File: src/rtl/assert_macros.svh
// ----------------------------------------------------------------------------
// assert_macros.svh
// concurrent assertion helpers, clocked on clk and disabled in reset
// ----------------------------------------------------------------------------
`ifndef ASSERT_MACROS_SVH
`define ASSERT_MACROS_SVH

`ifndef NO_ASSERTIONS

// property must hold at every clock edge out of reset
`define ASSERT_CLK(lbl, prop) \
  lbl: assert property (@(posedge clk) disable iff (!rst_n) (prop)) \
    else $error("assertion failed");

// expression must never be true out of reset
`define ASSERT_NEVER(lbl, expr) \
  `ASSERT_CLK(lbl, !(expr))

`else

`define ASSERT_CLK(lbl, prop)
`define ASSERT_NEVER(lbl, expr)

`endif

`endif

File: src/rtl/ieas_pkg.sv
// ----------------------------------------------------------------------------
// ieas_pkg
// shared types and codes of the i2c eeprom access sequencer
// ----------------------------------------------------------------------------
package ieas_pkg;

  localparam int ADDR_MAX_W = 11;
  localparam int TMO_REG_W  = 16;
  localparam int CFG_DATA_W = 16;
  localparam int CFG_IDX_W  = 1;
  localparam int QDEPTH     = 4;
  localparam int QPTR_W     = 2;
  localparam int QCNT_W     = 3;

  localparam logic [TMO_REG_W-1:0] TMO_RESET  = 16'd2000;
  localparam logic [7:0]           BASE_RESET = 8'hA0;
  localparam logic [7:0]           BASE_MASK  = 8'hFE;

  localparam logic [CFG_IDX_W-1:0] CFG_TIMEOUT = 1'd0;
  localparam logic [CFG_IDX_W-1:0] CFG_DEVBASE = 1'd1;

  localparam logic [1:0] FUNC_RD   = 2'd0;
  localparam logic [1:0] FUNC_WR   = 2'd1;
  localparam logic [1:0] FUNC_SNAP = 2'd2;
  localparam logic [1:0] FUNC_TICK = 2'd3;

  localparam logic [2:0] ACT_NONE      = 3'd0;
  localparam logic [2:0] ACT_START     = 3'd1;
  localparam logic [2:0] ACT_START_ACK = 3'd2;
  localparam logic [2:0] ACT_SEND      = 3'd3;
  localparam logic [2:0] ACT_STOP      = 3'd4;
  localparam logic [2:0] ACT_STOP_CLR  = 3'd5;

  localparam logic [1:0] STAT_OK      = 2'd0;
  localparam logic [1:0] STAT_TIMEOUT = 2'd1;
  localparam logic [1:0] STAT_ERR     = 2'd2;

  typedef struct packed {
    logic busy;
    logic start_sent;
    logic addr_sent;
    logic tx_empty;
    logic byte_finished;
    logic rx_ready;
  } eng_flags_t;

  typedef struct packed {
    logic                  is_req;
    logic                  is_wr;
    logic                  is_snap;
    logic                  is_tick;
    logic [ADDR_MAX_W-1:0] mem_addr;
    logic [7:0]            wr_data;
    logic [7:0]            rx_byte;
    eng_flags_t            flags;
    logic                  err_any;
  } item_t;

endpackage

File: src/rtl/ieas_front.sv
// ----------------------------------------------------------------------------
// ieas_front
// accepts requests, snapshots and ticks, decodes them and queues them
// ----------------------------------------------------------------------------
module ieas_front #(
  parameter int ADDR_BITS = 11
) (
  input  logic                   clk,
  input  logic                   rst_n,
  input  logic                   in_valid,
  output logic                   in_stall,
  input  logic [1:0]             in_func,
  input  logic [ADDR_BITS-1:0]   in_mem_addr,
  input  logic [7:0]             in_wr_data,
  input  logic [7:0]             in_rx_byte,
  input  logic                   in_flag_busy,
  input  logic                   in_flag_start_sent,
  input  logic                   in_flag_addr_sent,
  input  logic                   in_flag_tx_empty,
  input  logic                   in_flag_byte_finished,
  input  logic                   in_flag_rx_ready,
  input  logic [2:0]             in_err_flags,
  output logic                   head_valid,
  output ieas_pkg::item_t        head_item,
  input  logic                   head_pop
);

  ieas_pkg::item_t                  q_mem_r [ieas_pkg::QDEPTH];
  logic [ieas_pkg::QPTR_W-1:0]      wr_ptr_r, wr_ptr_nxt;
  logic [ieas_pkg::QPTR_W-1:0]      rd_ptr_r, rd_ptr_nxt;
  logic [ieas_pkg::QCNT_W-1:0]      cnt_r, cnt_nxt;
  ieas_pkg::item_t                  dec;
  logic                             push;
  logic                             pop;

  // decode
  always_comb begin
    dec.is_req     = (in_func == ieas_pkg::FUNC_RD) || (in_func == ieas_pkg::FUNC_WR);
    dec.is_wr      = (in_func == ieas_pkg::FUNC_WR);
    dec.is_snap    = (in_func == ieas_pkg::FUNC_SNAP);
    dec.is_tick    = (in_func == ieas_pkg::FUNC_TICK);
    dec.mem_addr   = ieas_pkg::ADDR_MAX_W'(in_mem_addr);
    dec.wr_data    = in_wr_data;
    dec.rx_byte    = in_rx_byte;
    dec.flags.busy          = in_flag_busy;
    dec.flags.start_sent    = in_flag_start_sent;
    dec.flags.addr_sent     = in_flag_addr_sent;
    dec.flags.tx_empty      = in_flag_tx_empty;
    dec.flags.byte_finished = in_flag_byte_finished;
    dec.flags.rx_ready      = in_flag_rx_ready;
    dec.err_any    = |in_err_flags;
  end

  assign in_stall   = (cnt_r == ieas_pkg::QCNT_W'(ieas_pkg::QDEPTH));
  assign push       = in_valid && !in_stall;
  assign head_valid = (cnt_r != '0);
  assign pop        = head_pop && head_valid;
  assign head_item  = q_mem_r[rd_ptr_r];

  always_comb begin
    wr_ptr_nxt = push ? wr_ptr_r + 1'b1 : wr_ptr_r;
    rd_ptr_nxt = pop ? rd_ptr_r + 1'b1 : rd_ptr_r;
    cnt_nxt    = cnt_r;
    if (push && !pop) begin
      cnt_nxt = cnt_r + 1'b1;
    end else if (pop && !push) begin
      cnt_nxt = cnt_r - 1'b1;
    end
  end

  always_ff @(posedge clk) begin
    if (!rst_n) begin
      wr_ptr_r <= '0;
      rd_ptr_r <= '0;
      cnt_r    <= '0;
    end else begin
      wr_ptr_r <= wr_ptr_nxt;
      rd_ptr_r <= rd_ptr_nxt;
      cnt_r    <= cnt_nxt;
    end
  end

  always_ff @(posedge clk) begin
    if (push) begin
      q_mem_r[wr_ptr_r] <= dec;
    end
  end

endmodule

File: src/rtl/ieas_back.sv
// ----------------------------------------------------------------------------
// ieas_back
// transaction state machine, configuration registers and output register
// ----------------------------------------------------------------------------
module ieas_back #(
  parameter int ADDR_BITS     = 11,
  parameter int TIMEOUT_WIDTH = 16
) (
  input  logic                              clk,
  input  logic                              rst_n,
  input  logic                              cfg_valid,
  input  logic [ieas_pkg::CFG_IDX_W-1:0]    cfg_index,
  input  logic [ieas_pkg::CFG_DATA_W-1:0]   cfg_wdata,
  input  logic                              head_valid,
  input  ieas_pkg::item_t                   head_item,
  output logic                              head_pop,
  output logic                              out_valid,
  input  logic                              out_stall,
  output logic [2:0]                        out_action,
  output logic [7:0]                        out_tx_byte,
  output logic                              out_done_res,
  output logic [1:0]                        out_status,
  output logic [7:0]                        out_rd_data
);

  localparam logic [3:0] ST_IDLE  = 4'd0;
  localparam logic [3:0] ST_BUSY  = 4'd1;
  localparam logic [3:0] ST_SB1   = 4'd2;
  localparam logic [3:0] ST_ADDR1 = 4'd3;
  localparam logic [3:0] ST_TXE   = 4'd4;
  localparam logic [3:0] ST_BTF   = 4'd5;
  localparam logic [3:0] ST_SB2   = 4'd6;
  localparam logic [3:0] ST_ADDR2 = 4'd7;
  localparam logic [3:0] ST_RXNE  = 4'd8;

  localparam int CMP_W = (TIMEOUT_WIDTH > ieas_pkg::TMO_REG_W) ?
                         TIMEOUT_WIDTH : ieas_pkg::TMO_REG_W;
  localparam logic [TIMEOUT_WIDTH-1:0] CNT_MAX = {TIMEOUT_WIDTH{1'b1}};

  logic [ieas_pkg::TMO_REG_W-1:0] tmo_r;
  logic [7:0]                     base_r;

  logic [3:0]                step_r, step_nxt;
  logic [TIMEOUT_WIDTH-1:0]  cnt_r, cnt_nxt;
  logic                      is_wr_r, is_wr_nxt;
  logic [ADDR_BITS-1:0]      addr_r, addr_nxt;
  logic [7:0]                data_r, data_nxt;
  logic                      bidx_r, bidx_nxt;

  logic                      out_valid_r;
  logic [2:0]                out_action_r;
  logic [7:0]                out_tx_byte_r;
  logic                      out_done_r;
  logic [1:0]                out_status_r;
  logic [7:0]                out_rd_data_r;

  logic [2:0]                act;
  logic [7:0]                txb;
  logic                      done;
  logic [1:0]                stat;
  logic [7:0]                rdd;
  logic [TIMEOUT_WIDTH-1:0]  cnt_inc;
  logic                      err_watch;
  logic [7:0]                page;

  assign head_pop = head_valid && (!out_valid_r || !out_stall);
  assign page     = 8'(addr_r >> 8);

  function automatic logic [7:0] dev_byte(input logic [7:0] base,
                                          input logic [7:0] pg,
                                          input logic       rd);
    logic [7:0] sum;
    sum = (base & ieas_pkg::BASE_MASK) + (pg << 1);
    return sum | {7'd0, rd};
  endfunction

  always_comb begin
    step_nxt  = step_r;
    cnt_nxt   = cnt_r;
    is_wr_nxt = is_wr_r;
    addr_nxt  = addr_r;
    data_nxt  = data_r;
    bidx_nxt  = bidx_r;
    act       = ieas_pkg::ACT_NONE;
    txb       = 8'd0;
    done      = 1'b0;
    stat      = ieas_pkg::STAT_OK;
    rdd       = 8'd0;
    cnt_inc   = (cnt_r == CNT_MAX) ? cnt_r : cnt_r + 1'b1;
    err_watch = step_r inside {ST_ADDR1, ST_TXE, ST_ADDR2, ST_RXNE};

    if (step_r == ST_IDLE) begin
      if (head_item.is_req) begin
        is_wr_nxt = head_item.is_wr;
        addr_nxt  = ADDR_BITS'(head_item.mem_addr);
        data_nxt  = head_item.wr_data;
        bidx_nxt  = 1'b0;
        step_nxt  = ST_BUSY;
        cnt_nxt   = '0;
      end
    end else if (step_r > ST_RXNE) begin
      step_nxt = ST_IDLE;
    end else if (head_item.is_tick) begin
      cnt_nxt = cnt_inc;
      if ((CMP_W'(cnt_inc) >= CMP_W'(tmo_r)) || (cnt_inc == CNT_MAX)) begin
        done     = 1'b1;
        stat     = ieas_pkg::STAT_TIMEOUT;
        step_nxt = ST_IDLE;
      end
    end else if (head_item.is_snap) begin
      if (err_watch && head_item.err_any) begin
        act      = ieas_pkg::ACT_STOP_CLR;
        done     = 1'b1;
        stat     = ieas_pkg::STAT_ERR;
        step_nxt = ST_IDLE;
      end else begin
        case (step_r)
          ST_BUSY: begin
            if (!head_item.flags.busy) begin
              act      = ieas_pkg::ACT_START;
              step_nxt = ST_SB1;
              cnt_nxt  = '0;
            end
          end
          ST_SB1: begin
            if (head_item.flags.start_sent) begin
              act      = ieas_pkg::ACT_SEND;
              txb      = dev_byte(base_r, page, 1'b0);
              step_nxt = ST_ADDR1;
              cnt_nxt  = '0;
            end
          end
          ST_ADDR1: begin
            if (head_item.flags.addr_sent) begin
              bidx_nxt = 1'b0;
              step_nxt = ST_TXE;
              cnt_nxt  = '0;
            end
          end
          ST_TXE: begin
            if (head_item.flags.tx_empty) begin
              act     = ieas_pkg::ACT_SEND;
              cnt_nxt = '0;
              if (!bidx_r) begin
                txb = addr_r[7:0];
                if (is_wr_r) begin
                  bidx_nxt = 1'b1;
                  step_nxt = ST_TXE;
                end else begin
                  step_nxt = ST_BTF;
                end
              end else begin
                txb      = data_r;
                step_nxt = ST_BTF;
              end
            end
          end
          ST_BTF: begin
            if (head_item.flags.tx_empty && head_item.flags.byte_finished) begin
              if (is_wr_r) begin
                act      = ieas_pkg::ACT_STOP;
                done     = 1'b1;
                step_nxt = ST_IDLE;
              end else begin
                act      = ieas_pkg::ACT_START_ACK;
                step_nxt = ST_SB2;
                cnt_nxt  = '0;
              end
            end
          end
          ST_SB2: begin
            if (head_item.flags.start_sent) begin
              act      = ieas_pkg::ACT_SEND;
              txb      = dev_byte(base_r, page, 1'b1);
              step_nxt = ST_ADDR2;
              cnt_nxt  = '0;
            end
          end
          ST_ADDR2: begin
            if (head_item.flags.addr_sent) begin
              act      = ieas_pkg::ACT_STOP;
              step_nxt = ST_RXNE;
              cnt_nxt  = '0;
            end
          end
          default: begin
            if (head_item.flags.rx_ready) begin
              done     = 1'b1;
              rdd      = head_item.rx_byte;
              step_nxt = ST_IDLE;
            end
          end
        endcase
      end
    end
  end

  // configuration registers
  always_ff @(posedge clk) begin
    if (!rst_n) begin
      tmo_r  <= ieas_pkg::TMO_RESET;
      base_r <= ieas_pkg::BASE_RESET;
    end else if (cfg_valid) begin
      case (cfg_index)
        ieas_pkg::CFG_TIMEOUT: tmo_r  <= cfg_wdata;
        ieas_pkg::CFG_DEVBASE: base_r <= cfg_wdata[7:0];
        default: begin
        end
      endcase
    end
  end

  // sequencer state
  always_ff @(posedge clk) begin
    if (!rst_n) begin
      step_r  <= ST_IDLE;
      cnt_r   <= '0;
      is_wr_r <= 1'b0;
      addr_r  <= '0;
      data_r  <= '0;
      bidx_r  <= 1'b0;
    end else if (head_pop) begin
      step_r  <= step_nxt;
      cnt_r   <= cnt_nxt;
      is_wr_r <= is_wr_nxt;
      addr_r  <= addr_nxt;
      data_r  <= data_nxt;
      bidx_r  <= bidx_nxt;
    end
  end

  // output register
  always_ff @(posedge clk) begin
    if (!rst_n) begin
      out_valid_r <= 1'b0;
    end else if (head_pop) begin
      out_valid_r <= 1'b1;
    end else if (!out_stall) begin
      out_valid_r <= 1'b0;
    end
  end

  always_ff @(posedge clk) begin
    if (head_pop) begin
      out_action_r  <= act;
      out_tx_byte_r <= txb;
      out_done_r    <= done;
      out_status_r  <= stat;
      out_rd_data_r <= rdd;
    end
  end

  assign out_valid    = out_valid_r;
  assign out_action   = out_action_r;
  assign out_tx_byte  = out_tx_byte_r;
  assign out_done_res = out_done_r;
  assign out_status   = out_status_r;
  assign out_rd_data  = out_rd_data_r;

endmodule

File: src/rtl/i2c_eeprom_access_sequencer.sv
// ----------------------------------------------------------------------------
// i2c_eeprom_access_sequencer
// single-byte write and random read of a serial eeprom via a byte-level
// i2c master engine, at most one engine command per input item
// ----------------------------------------------------------------------------
// usage:
//   input channel (in_valid / in_stall) carries read or write requests,
//   engine status snapshots and time ticks; each accepted item gives exactly
//   one result on the output channel (out_valid / out_stall): an engine
//   command, its byte, and done / status / read data at transaction end.
//   items enter a four-entry queue; the back end takes one item per cycle
//   into the output register while out_stall is low, so an accepted item is
//   held in a queue entry and then in the output register that drives out_valid.
//   when out_stall is high the result holds, the queue fills and in_stall
//   rises once four items are waiting.
//   cfg_valid / cfg_ready write timeout_ticks (index 0) and device_base
//   (index 1); cfg_ready is always high, write only while the block is idle.
//   reset (rst_n low, synchronous) empties the queue, drops out_valid,
//   returns the sequencer to idle and loads 2000 ticks and base 0xa0.
// ----------------------------------------------------------------------------
`include "assert_macros.svh"

module i2c_eeprom_access_sequencer #(
  parameter int ADDR_BITS     = 11,
  parameter int TIMEOUT_WIDTH = 16
) (
  input  logic                              clk,
  input  logic                              rst_n,
  input  logic                              cfg_valid,
  output logic                              cfg_ready,
  input  logic [ieas_pkg::CFG_IDX_W-1:0]    cfg_index,
  input  logic [ieas_pkg::CFG_DATA_W-1:0]   cfg_wdata,
  input  logic                              in_valid,
  output logic                              in_stall,
  input  logic [1:0]                        in_func,
  input  logic [ADDR_BITS-1:0]              in_mem_addr,
  input  logic [7:0]                        in_wr_data,
  input  logic [7:0]                        in_rx_byte,
  input  logic                              in_flag_busy,
  input  logic                              in_flag_start_sent,
  input  logic                              in_flag_addr_sent,
  input  logic                              in_flag_tx_empty,
  input  logic                              in_flag_byte_finished,
  input  logic                              in_flag_rx_ready,
  input  logic [2:0]                        in_err_flags,
  output logic                              out_valid,
  input  logic                              out_stall,
  output logic [2:0]                        out_action,
  output logic [7:0]                        out_tx_byte,
  output logic                              out_done_res,
  output logic [1:0]                        out_status,
  output logic [7:0]                        out_rd_data
);

  logic            head_valid;
  logic            head_pop;
  ieas_pkg::item_t head_item;

  assign cfg_ready = 1'b1;

  ieas_front #(
    .ADDR_BITS (ADDR_BITS)
  ) u_front (
    .clk                   (clk),
    .rst_n                 (rst_n),
    .in_valid              (in_valid),
    .in_stall              (in_stall),
    .in_func               (in_func),
    .in_mem_addr           (in_mem_addr),
    .in_wr_data            (in_wr_data),
    .in_rx_byte            (in_rx_byte),
    .in_flag_busy          (in_flag_busy),
    .in_flag_start_sent    (in_flag_start_sent),
    .in_flag_addr_sent     (in_flag_addr_sent),
    .in_flag_tx_empty      (in_flag_tx_empty),
    .in_flag_byte_finished (in_flag_byte_finished),
    .in_flag_rx_ready      (in_flag_rx_ready),
    .in_err_flags          (in_err_flags),
    .head_valid            (head_valid),
    .head_item             (head_item),
    .head_pop              (head_pop)
  );

  ieas_back #(
    .ADDR_BITS     (ADDR_BITS),
    .TIMEOUT_WIDTH (TIMEOUT_WIDTH)
  ) u_back (
    .clk          (clk),
    .rst_n        (rst_n),
    .cfg_valid    (cfg_valid),
    .cfg_index    (cfg_index),
    .cfg_wdata    (cfg_wdata),
    .head_valid   (head_valid),
    .head_item    (head_item),
    .head_pop     (head_pop),
    .out_valid    (out_valid),
    .out_stall    (out_stall),
    .out_action   (out_action),
    .out_tx_byte  (out_tx_byte),
    .out_done_res (out_done_res),
    .out_status   (out_status),
    .out_rd_data  (out_rd_data)
  );

  // status and read data only accompany a finished transaction
  `ASSERT_CLK(a_status_with_done,
    out_valid && !out_done_res |-> out_status == ieas_pkg::STAT_OK && out_rd_data == 8'd0)
  // an error abort always issues stop-and-clear
  `ASSERT_CLK(a_err_stop_clr,
    out_valid && out_status == ieas_pkg::STAT_ERR |-> out_action == ieas_pkg::ACT_STOP_CLR)
  // a byte is only driven with a send command
  `ASSERT_NEVER(a_txb_only_send,
    out_valid && out_tx_byte != 8'd0 && out_action != ieas_pkg::ACT_SEND)
  // the queue never pops while empty
  `ASSERT_NEVER(a_pop_empty, head_pop && !head_valid)

endmodule
File: config.mk
export PLATFORM = sky130hd
export DESIGN_NAME = i2c_eeprom_access_sequencer
export DESIGN_NICKNAME = d
export VERILOG_FILES = /design/src/rtl/ieas_pkg.sv /design/src/rtl/ieas_front.sv /design/src/rtl/ieas_back.sv /design/src/rtl/i2c_eeprom_access_sequencer.sv
export VERILOG_INCLUDE_DIRS = /design/src /design/src/rtl
export SDC_FILE = /design/constraint.sdc
export NUM_CORES = 1
export LEC_CHECK = 0
export BUFFER_PORTS_ARGS = -buffer_cell sky130_fd_sc_hd__buf_2
export CORE_ASPECT_RATIO = 1.25
export CORE_MARGIN = 2
export CORE_UTILIZATION = 60
export DETAILED_ROUTE_END_ITERATION = 6
export PLACE_DENSITY = 0.92
export SYNTH_ARGS = -nofsm -noshare
export SYNTH_HDL_FRONTEND = slang
export SYNTH_SLANG_ARGS = --single-unit
File: constraint.sdc
create_clock -name clk -period 6.5 [get_ports clk]
set_input_delay 0.975 -clock clk [delete_from_list [all_inputs] [get_ports clk]]
set_output_delay 0.975 -clock clk [all_outputs]
set_load 0.005 [all_outputs]
==> flow_summary.yaml <==
status:
  status: "complete, but fails checks"
  violations: "DRC"
synth:
  synthArstFlopShare_pct: 0
  ys_seq_area_share_pct: 61.84
  synthCells: 829
  synth_seq_cells: 248
  synth_fp_nets: 916
  yosysTopAreaCell: "edfxtp_1"
  synth-edff-count: 174
  ys_warn_count: 0
  synth_top_area_share_pct: 48.18
  synth_ff_type: "edfxtp_1"
  synthTopCellsByArea: "edfxtp_1 48%, dfxtp_1 14%, mux4_2 7.9%"
  ys_types: 62
  syn-cell-area_um2: 10840
  avgSynthCellArea_um2: 13.08
sta:
  whs_ns: 0.4600
  worst_pin_slew_ns: 0.7907
  setup_viol: 0
  fin_crit_sh_pct: 63.92
  grt_setup_unrepaired: "no"
  finClkSkew_ns: 0.01453
  maxSlewViolCount: 0
  clock.fmax_mhz: 240.7
  min_period_ns: 4.155
  relSlewSlack_pct: 47.21
  setup_tns_ns: 0
  hold_viol: 0
detailed_routing:
  wl_mm: 23.25
  routedWlPerCell_um: 20.27
  drc: 2
  drt_first_iter_violations: 569
  dr.pass1.iters: 7
  dr_wl_met3_mm: 1.368
  vias: 7035
  wl_met2_mm: 11.80
  routed_via_density: 6.133
  highest_layer: "met4"
  wl_met1_mm: 9.247
  ant_nets: 0
grt:
  grt_pass1_vias: 7161
  grt_max_degree: 47
  antenna_found_initial: 1
  grt-ovfl-total: 0
  grt_pass1_wl_mm: 37.09
  gr-usage-all-layers_pct: 24.22
critical_path:
  path_class: "reg2reg"
  crit_buf_inv: 0
  critical_path.top_delay_family: "compound AO/OA/AOI/OAI gates"
  critPathArrivalTime_ns: 4.59
  crit_fanout: 7
  path_cells: "ha_1 -> nand4_1 -> nor3_1 -> and2_1 -> nor3b_1 -> xor2_1 -> ha_1 -> a21o_1 -> a21o_1 -> a211oi_1 -> o21ai_0 -> a221oi_1 -> a21boi_2 -> o21ai_2 -> mux2i_1"
  cpMaxStageDelayCell: "dfxtp_1"
  cp.required_ns: 6.93
  cp-start-kind: "flip-flop"
  end_kind: "flip-flop"
  max_stage_delay_ns: 0.47
hold_path:
  hp-class: "reg2reg"
clock_network:
  cts_sinks: 248
  htreeDepth: 1
  clkTransAtPathRegs_ns: 0.06
  cts_tree: "built"
  cts_buffers: 24
  clk_latency_ns: 0.51
  clk_path_buf_depth: 3
  cts_resized: 0
  cts_setup_buffers: 0
  cts_root_buf: "clkbuf_16"
  cts_hold_buf: 0
place:
  gp_congestion: 0.9291
  hpwl_mm: 15.46
  port_buffers: 83
power:
  power_frac_comb_pct: 23.2
  clock_power_share_pct: 29.1
  sw_frac_of_total_pct: 28.98
  p_seq_share_pct: 47.8
  switchingPower_uw: 1257
  power.density_nw_per_um2: 358.2
  leakage_uw: 0.004404
  p_int_uw: 3080
  ir_drop_v: 0.0002683
floorplan:
  start_util_pct: 61.73
  die_h_um: 154.3
  die_area_um2: 19170
  core_um2: 17570
  ioPinCount: 85
  rows: 54
  die_w_um: 124.2
flow_run:
  maxCapViolCount: 0
final_layout:
  num-nets-final: 991
  drive_gt1_share_pct: 19.31
  finish.utilization_pct: 68.92
  area_growth_pct: 11.64
through the flow:
step / setup slack, ns / std cells / instance area, um2 / total power (uW)
finish: 2.345 / 1147 / 12110 / 4337
global route: 2.025 / 1147 / 12110 / 4531
detailed placement: 2.423 / 1102 / 11390 / 3091
floorplan: 2.770 / 829 / 10840 / 2767
global placement: 2.541 / 1102 / 11390 / 3045
CTS: 2.382 / 1146 / 12100 / 4363
power groups by stage:
stage,logic (uW),registers (uW),clock network (uW)
after floorplan,722,2040,0
after global placement,959,2090,0
after detailed placement,993,2100,0
after CTS,1010,2070,1280
after global routing,1100,2090,1350
final,1000,2070,1260
cells in the final DEF, fill, tap and decap left out, drive strengths merged, types with 16 or more instances in the layout:
master    n
o21ai    30
nand3    40
buf      93
nor2b    16
mux2i    39
clkbuf   32
mux4     38
dfxtp    74
inv      38
nor2     63
a21oi    39
edfxtp  174
ha       25
nand2    70
worst min-delay path, stage by stage, from the launching register on:
cell	delay (ns)
dfxtp_1	0.31
nand2_1	0.05
a21oi_1	0.05
synthesized netlist by cell type (6+ instances only):
library cell / count
a21oi_1: 39
and2_1: 9
buf_4: 8
clkbuf_1: 24
dfxtp_1: 74
edfxtp_1: 174
ha_1: 25
inv_1: 37
mux2i_1: 39
mux4_2: 38
nand2_1: 70
nand2b_1: 7
nand3_1: 39
nand4_1: 11
nor2_1: 63
nor2b_1: 16
nor3_1: 10
nor3b_1: 6
o211ai_1: 8
o21ai_0: 27
o31ai_1: 8
or3_1: 6
xnor2_1: 8
state kept, by name, summed over array words and instances, names as in the netlist, named ones only:
signal / flops
u_back.tmo_r: 16
u_back.out_tx_byte: 8
u_back.step_r: 4
u_front.wr_ptr_r: 2
u_back.is_wr_r: 1
u_front.cnt_r: 3
u_back.out_rd_data: 8
u_back.data_r: 8
u_back.bidx_r: 1
u_back.out_valid: 1
u_back.cnt_r: 16
u_front.q_mem_r: 152
u_back.out_status: 2
u_back.addr_r: 11
u_front.rd_ptr_r: 2
u_back.out_done_res: 1
u_back.base_r: 7
u_back.out_action: 3
final cells by class:
cell class,instances,area (um2)
sequential,248,6708
fill,1165,5460
multi-input combinational,499,3766
clock buffer,32,651.9
timing repair buffer,93,490.5
tap,224,280.3
inverter,38,142.6
clock inverter,12,65.06
antenna,1,2.502
layer usage:
metal | vias to the layer above | GRT usage [%]
li1 | 3226 | -
met1 | 3454 | 31.00
met2 | 299 | 41.89
met3 | 56 | 3.251
met4 | 0 | 10.27
met5 | - | 0
cells by family after synthesis:
| family | Yosys count | share of synthesized area (%) |
|---|---|---|
| xor gates and xnor gates | 13 | 1.050 |
| and+or+nand+nor | 258 | 11.56 |
| DFF | 248 | 61.84 |
| other | 1 | 0.03458 |
| AOI/OAI and AO/OA | 121 | 7.038 |
| muxes | 79 | 11.70 |
| buffers and inverters | 82 | 3.519 |
| adders and majority gates | 27 | 3.254 |
worst paths after layout:
kind,slack (ns),startpoint,cells after the start,endpoint
max,2.35,u_back.cnt_r[0],15,u_back.step_r[0]
min,0.46,u_back.tmo_r[1],2,u_back.tmo_r[1]
max reg2reg,2.35,u_back.cnt_r[0],15,u_back.step_r[0]
min reg2reg,0.46,u_back.tmo_r[1],2,u_back.tmo_r[1]
Note: power is estimated with default switching activity, not from simulation.
